==> src/mcid_pkg.sv <==
// Shared types for the multi-code input debouncer.
// Holds the filter state encoding and the event kind codes; no dependencies.
`default_nettype none

package mcid_pkg;

  // Filter state encoding
  typedef enum logic [3:0] {
    ST_INIT  = 4'd0,
    ST_P1    = 4'd1,
    ST_P2    = 4'd2,
    ST_P3    = 4'd3,
    ST_R1    = 4'd4,
    ST_R2    = 4'd5,
    ST_R3    = 4'd6,
    ST_PEDGE = 4'd7,
    ST_PRESS = 4'd8,
    ST_REDGE = 4'd9,
    ST_REL   = 4'd10
  } filter_state_t;

  // Event kinds reported on the result channel
  typedef enum logic [1:0] {
    EV_PRESS_EDGE   = 2'd0,
    EV_PRESS        = 2'd1,
    EV_RELEASE_EDGE = 2'd2,
    EV_RELEASED     = 2'd3
  } event_kind_t;

  localparam int unsigned CODE_W = 8;

endpackage

`default_nettype wire

==> src/multi_code_input_debouncer_unit.sv <==
// Multi-code input debouncer: one scan sample per transaction.
// The block reports press and release events after three matching filter steps.
// Depends on mcid_pkg.
//
// Usage:
//   Input channel (in_valid / in_stall / in_sample_code) carries one scan tick
//   per transaction. Result channel (out_valid / out_stall / out_event_*)
//   carries zero or one event per scan tick, in tick order.
//   cfg_wr_en / cfg_wr_data write idle_code; write it only while no sample is
//   in flight.
// Pipeline and throughput:
//   A sample is captured in an input register, then the filter update runs and
//   loads the result register, from which the event is offered. One sample per
//   cycle is sustained while out_stall does not hold a waiting event; the single
//   state update per cycle (filter state and stored code) sets that figure.
// Reset:
//   Synchronous active-low reset clears the filter state to initial, the stored
//   code and idle_code to zero, and empties both registers.
// Stall:
//   While out_stall holds a waiting event, the filter stage does not advance;
//   a captured sample waits in the input register and in_stall is raised.
`default_nettype none

module multi_code_input_debouncer_unit (
  input  wire logic                          clk,
  input  wire logic                          rst_n,
  // configuration
  input  wire logic                          cfg_wr_en,
  input  wire logic [mcid_pkg::CODE_W-1:0]   cfg_wr_data,
  // sample channel
  input  wire logic                          in_valid,
  output logic                               in_stall,
  input  wire logic [mcid_pkg::CODE_W-1:0]   in_sample_code,
  // event channel
  output logic                               out_valid,
  input  wire logic                          out_stall,
  output mcid_pkg::event_kind_t              out_event_kind,
  output logic [mcid_pkg::CODE_W-1:0]        out_event_code
);
  import mcid_pkg::*;

  logic [CODE_W-1:0] idle_code_r;
  logic              in_vld_r;
  logic [CODE_W-1:0] in_code_r;
  filter_state_t     state_r, state_nxt;
  logic [CODE_W-1:0] stored_code_r;
  logic              out_vld_r;
  event_kind_t       out_kind_r;
  logic [CODE_W-1:0] out_code_r;

  logic        out_free;
  logic        proc_go;
  logic        is_idle;
  logic        code_chg;
  logic        emit;
  event_kind_t kind;

  // Result register can take a new event this cycle
  assign out_free = !out_vld_r || !out_stall;
  assign proc_go  = in_vld_r && out_free;
  assign in_stall = in_vld_r && !out_free;

  assign is_idle  = (in_code_r == idle_code_r);
  assign code_chg = (in_code_r != stored_code_r);

  // Configuration register
  always_ff @(posedge clk) begin
    if (!rst_n) begin
      idle_code_r <= '0;
    end else if (cfg_wr_en) begin
      idle_code_r <= cfg_wr_data;
    end
  end

  // Input register: load when empty or when its sample moves on
  always_ff @(posedge clk) begin
    if (!rst_n) begin
      in_vld_r <= 1'b0;
    end else if (!in_stall) begin
      in_vld_r <= in_valid;
    end
  end

  always_ff @(posedge clk) begin
    if (!in_stall && in_valid) begin
      in_code_r <= in_sample_code;
    end
  end

  // Next filter state
  always_comb begin
    state_nxt = state_r;
    if (code_chg) begin
      state_nxt = is_idle ? ST_R1 : ST_P1;
    end else begin
      case (state_r)
        ST_P1:    state_nxt = is_idle ? ST_R1 : ST_P2;
        ST_P2:    state_nxt = is_idle ? ST_R1 : ST_P3;
        ST_P3:    state_nxt = is_idle ? ST_R1 : ST_PEDGE;
        ST_R1:    state_nxt = is_idle ? ST_R2 : ST_P1;
        ST_R2:    state_nxt = is_idle ? ST_R3 : ST_P1;
        ST_R3:    state_nxt = is_idle ? ST_REDGE : ST_P1;
        ST_PEDGE,
        ST_PRESS: state_nxt = is_idle ? ST_R1 : ST_PRESS;
        ST_REDGE,
        ST_REL:   state_nxt = is_idle ? ST_REL : ST_P1;
        default:  state_nxt = is_idle ? ST_R1 : ST_P1;
      endcase
    end
  end

  // Event decode for an unchanged code
  always_comb begin
    emit = 1'b0;
    kind = EV_PRESS_EDGE;
    if (!code_chg) begin
      case (state_r)
        ST_P3: begin
          emit = !is_idle;
          kind = EV_PRESS_EDGE;
        end
        ST_R3: begin
          emit = is_idle;
          kind = EV_RELEASE_EDGE;
        end
        ST_PEDGE, ST_PRESS: begin
          emit = !is_idle;
          kind = EV_PRESS;
        end
        ST_REDGE, ST_REL: begin
          emit = is_idle;
          kind = EV_RELEASED;
        end
        default: begin
          emit = 1'b0;
          kind = EV_PRESS_EDGE;
        end
      endcase
    end
  end

  // Filter state and stored code advance once per processed sample
  always_ff @(posedge clk) begin
    if (!rst_n) begin
      state_r       <= ST_INIT;
      stored_code_r <= '0;
    end else if (proc_go) begin
      state_r       <= state_nxt;
      stored_code_r <= in_code_r;
    end
  end

  // Result register: hold while stalled, drop once taken
  always_ff @(posedge clk) begin
    if (!rst_n) begin
      out_vld_r <= 1'b0;
    end else if (out_free) begin
      out_vld_r <= proc_go && emit;
    end
  end

  always_ff @(posedge clk) begin
    if (proc_go && emit) begin
      out_kind_r <= kind;
      out_code_r <= stored_code_r;
    end
  end

  assign out_valid      = out_vld_r;
  assign out_event_kind = out_kind_r;
  assign out_event_code = out_code_r;

  // An emitted event carries the stored code, which an event never changes
  a_emit_loads: assert property (@(posedge clk) disable iff (!rst_n)
    (proc_go && emit) |=> (out_vld_r && out_code_r == stored_code_r))
    else $error("event not loaded with stored code");

  // A sample blocked by a waiting event stays put in the input register
  a_in_hold: assert property (@(posedge clk) disable iff (!rst_n)
    (in_vld_r && !out_free) |=> (in_vld_r && $stable(in_code_r)))
    else $error("blocked sample lost");

  // A changed code always restarts a filter and produces no event
  a_chg_restart: assert property (@(posedge clk) disable iff (!rst_n)
    (proc_go && code_chg) |=> ((state_r == ST_P1 || state_r == ST_R1)
                               && stored_code_r == $past(in_code_r)))
    else $error("changed code did not restart filter");

  a_chg_silent: assert property (@(posedge clk) disable iff (!rst_n)
    (proc_go && code_chg && out_free) |=> !out_vld_r)
    else $error("event emitted on changed code");

endmodule

`default_nettype wire
==> config.mk <==
export PLATFORM = sky130hd
export DESIGN_NAME = multi_code_input_debouncer_unit
export DESIGN_NICKNAME = d
export VERILOG_FILES = /design/src/mcid_pkg.sv /design/src/multi_code_input_debouncer_unit.sv
export SDC_FILE = /design/constraint.sdc
export NUM_CORES = 1
export LEC_CHECK = 0
export BUFFER_PORTS_ARGS = -buffer_cell sky130_fd_sc_hd__buf_2
export CAP_MARGIN = 20
export CORE_MARGIN = 1.5
export CORE_UTILIZATION = 54
export DETAILED_ROUTE_END_ITERATION = 10
export MAX_ROUTING_LAYER = met4
export PLACE_DENSITY = 0.85
export REMOVE_ABC_BUFFERS = 1
export SYNTH_ARGS = -nofsm -noshare
export SYNTH_HDL_FRONTEND = slang
export SYNTH_SLANG_ARGS = --single-unit
export TNS_END_PERCENT = 10
==> constraint.sdc <==
create_clock -name clk -period 3.2 [get_ports clk]
set_clock_uncertainty 0.1 [all_clocks]
set_input_delay 0.48 -clock clk [delete_from_list [all_inputs] [get_ports clk]]
set_output_delay 0.48 -clock clk [all_outputs]
set_load 0.005 [all_outputs]
==> metrics.md <==
| Metric | Value |
|---|---|
| Number of global-route vias before repair | `1207` |
| Number of vias per cell | `5.53` |
| Register area share after synthesis | `56.6%` |
| M3 GR Usage | `4.98%` |
| GP Congestion | `0.867` |
| CTS max path bufs | `2` |
| GRT Util Overall | `21.6%` |
| Post-cts resize count | `0` |
| Antenna violation net count after detailed routing | `0` |
| Synthesized area | `1730 µm²` |
| Worst Tran Pin Value | `0.663 ns` |
| Initial DRT Pass Iterations | `5` |
| Largest net degree at the start of global routing | `24` |
| Routed WL per cell | `14.1 µm` |
| Drt drc | `0` |
| Period minus WS final | `2.33 ns` |
| Max_slew headroom | `55.7%` |
| Slew Viols, Final | `0` |
| Clk slew on worst S/H paths | `0.11 ns` |
| Worst Hold Class | `input pin to register` |
| Clk_lat worst skew | `0.34 ns` |
| Layout fillers | `250` |
| NumNets Final | `213` |
| Critical Path AT | `2.29 ns` |
| CTS tree | `done` |
| Final setup violation count | `0` |
| Hold_buf cts | `0` |
| Ys async rst share | `0%` |
| PD cells | `496 nW/µm²` |
| Static Leak | `0.758 nW` |
| Netlist cell types | `31` |
| Final critical-path share of the clock period | `72.7%` |
| Mean Syn Cell Area | `10.8 µm²` |
| Final Hold Vio Count | `0` |
| Critical path required time | `3.16 ns` |
| Die W | `59.7 µm` |
| GR Util met1 | `25.4%` |
| Peak supply drop | `0.000390 V` |
| Layout cells sized above 1 | `20.7%` |
| Final WL | `3.35 mm` |
| Diodes inserted | `0` |
| Synth Flop Type | `dfxtp_1` |
| PortBufs | `32` |
| GR Layer Usage met2 | `33.7%` |
| Clock Root Buffer | `clkbuf_4` |
| Max cap viols | `0` |
| Io pins | `33` |
| 1st-iter DRT viols | `57` |
| First-pass GRT wire length | `5.35 mm` |
| Initial antenna violation count | `0` |
| Grt total ovfl | `0` |
| Startpoint types | `register` |
| Max Freq | `430 MHz` |
| EDFF count, synth | `18` |
| # H-tree levels | `2` |
| Die area | `3560 µm²` |
| # Post-CTS Setup Buffers | `0` |
| Initial Utilization | `56.8%` |
| Yosys warning total | `0` |
| Cells after synthesis | `161` |
| Core area | `3050 µm²` |
| Final core occ | `65.7%` |
| Max FO, Critical Path | `10` |
| Hpwl dp | `2.50 mm` |
| CTS sink count | `40` |
| Rows | `20` |
| Vias | `1311` |
| RSZ-0062 raised after global routing | `false` |
| Critical path type | `register to register` |
| CTS buffer count | `5` |
| Synthesized flop and latch total | `40` |
| Final setup TNS | `0 ns` |
| Area Overhead vs Synth | `15.7%` |
| Die Y | `59.7 µm` |
| Status | `complete, no violations` |
| CP endpoint kind | `register` |
| GR peak layer | `met2` |
[logic make-up after synthesis]
kind of cell | count (synthesis) | synth area share, %
simple gates | 56 | 16.1
mux | 9 | 5.20
buf+inv | 11 | 2.45
compound gates | 27 | 10.6
xor+xnor | 18 | 9.09
flops | 40 | 56.6
[worst paths after layout]
kind                                   startpoint           endpoint  slack (ns)  cells after the start
worst min-delay path            in_sample_code[6]       in_code_r[6]        0.20                      1
worst max-delay path                 in_code_r[3]  out_event_code[0]        0.87                      6
worst max register to register       in_code_r[3]  out_event_code[0]        0.87                      6
worst min register to register   stored_code_r[0]  out_event_code[0]        0.41                      0
[per-stage QoR]
step                      total power [mW]  hold WS (ns)  cells  setup WS, ns  cell area [µm²]
final                                0.995         0.201    237         0.873             2010
after CTS                            0.998         0.197    237         0.943             2010
after floorplan                      0.634         0.350    152         0.908             1700
after global placement               0.661         0.372    229          1.03             1920
after detailed placement             0.669         0.382    229         0.962             1920
after global routing                  1.03         0.182    237         0.781             2010
[placed cells by master (no fill, tap or decap), types with 2 or more instances in the layout]
| cell type | Yosys | routed |
|---|---|---|
| xnor2_1 | 10 | 10 |
| buf_2 | 1 | 32 |
| nand3_1 | 3 | 3 |
| o41ai_1 | 2 | 2 |
| edfxtp_1 | 18 | 18 |
| o22ai_1 | 2 | 2 |
| xor2_1 | 8 | 8 |
| a31oi_1 | 3 | 3 |
| nor3_1 | 3 | 3 |
| a21oi_1 | 3 | 3 |
| nor4_1 | 2 | 2 |
| nor2b_1 | 10 | 10 |
| inv_1 | 2 | 2 |
| mux2i_1 | 9 | 9 |
| dfxtp_1 | 22 | 22 |
| o21ai_0 | 4 | 4 |
| nand4_1 | 2 | 2 |
| nand2b_1 | 5 | 5 |
| clkbuf_4 | 0 | 5 |
| nor2_1 | 6 | 6 |
| nand2_1 | 21 | 21 |
| a21boi_0 | 8 | 8 |
[sequential cells by signal, indices dropped and copies added, names as in the netlist]
register	flops
out_valid	1
out_event_kind	2
out_event_code	8
stored_code_r	8
in_code_r	8
idle_code_r	8
in_vld_r	1
state_r	4
[Yosys cell counts (all sizes together), types with 2 or more instances]
cell    instances  area (µm²)
a21boi          8        60.1
a21oi           3        15.0
a31oi           3        18.8
clkbuf          8        30.0
dfxtp          22         440
edfxtp         18         541
inv             2        7.51
mux2i           9        90.1
nand2          21        78.8
nand2b          5        31.3
nand3           3        15.0
nand4           2        12.5
nor2            6        22.5
nor2b          10        62.6
nor3            3        15.0
nor4            2        12.5
o21ai           4        20.0
o22ai           2        12.5
o41ai           2        17.5
xnor2          10        87.6
xor2            8        70.1
[critical path, cell delays in order (launching register included)]
cell,delay (ns)
edfxtp_1,0.45
xor2_1,0.17
nor4_1,0.43
nand2_1,0.26
a211o_1,0.33
nor2_1,0.12
buf_4,0.18
[report_power, final]
group          switching (mW)  internal, mW  total (mW)
clock                   0.153         0.183       0.336
combinational          0.0380        0.0406      0.0786
sequential             0.0245         0.555       0.580
[routing by layer]
metal	part of all wire [%]	wire length (µm)
met5	0	0
met4	3.8	127
met3	8.0	267
met2	48	1620
met1	40	1340
[area by class of cell]
cell class,instances,area [µm²],area share (%)
clock buffer,6,51.3,2.56
clock inverter,2,33.8,1.68
inverter,2,7.51,0.374
multi-input combinational,110,711,35.4
sequential,40,981,48.9
tap,44,55.1,2.74
timing repair buffer,33,168,8.35
Power figures use the tool's default switching activity.
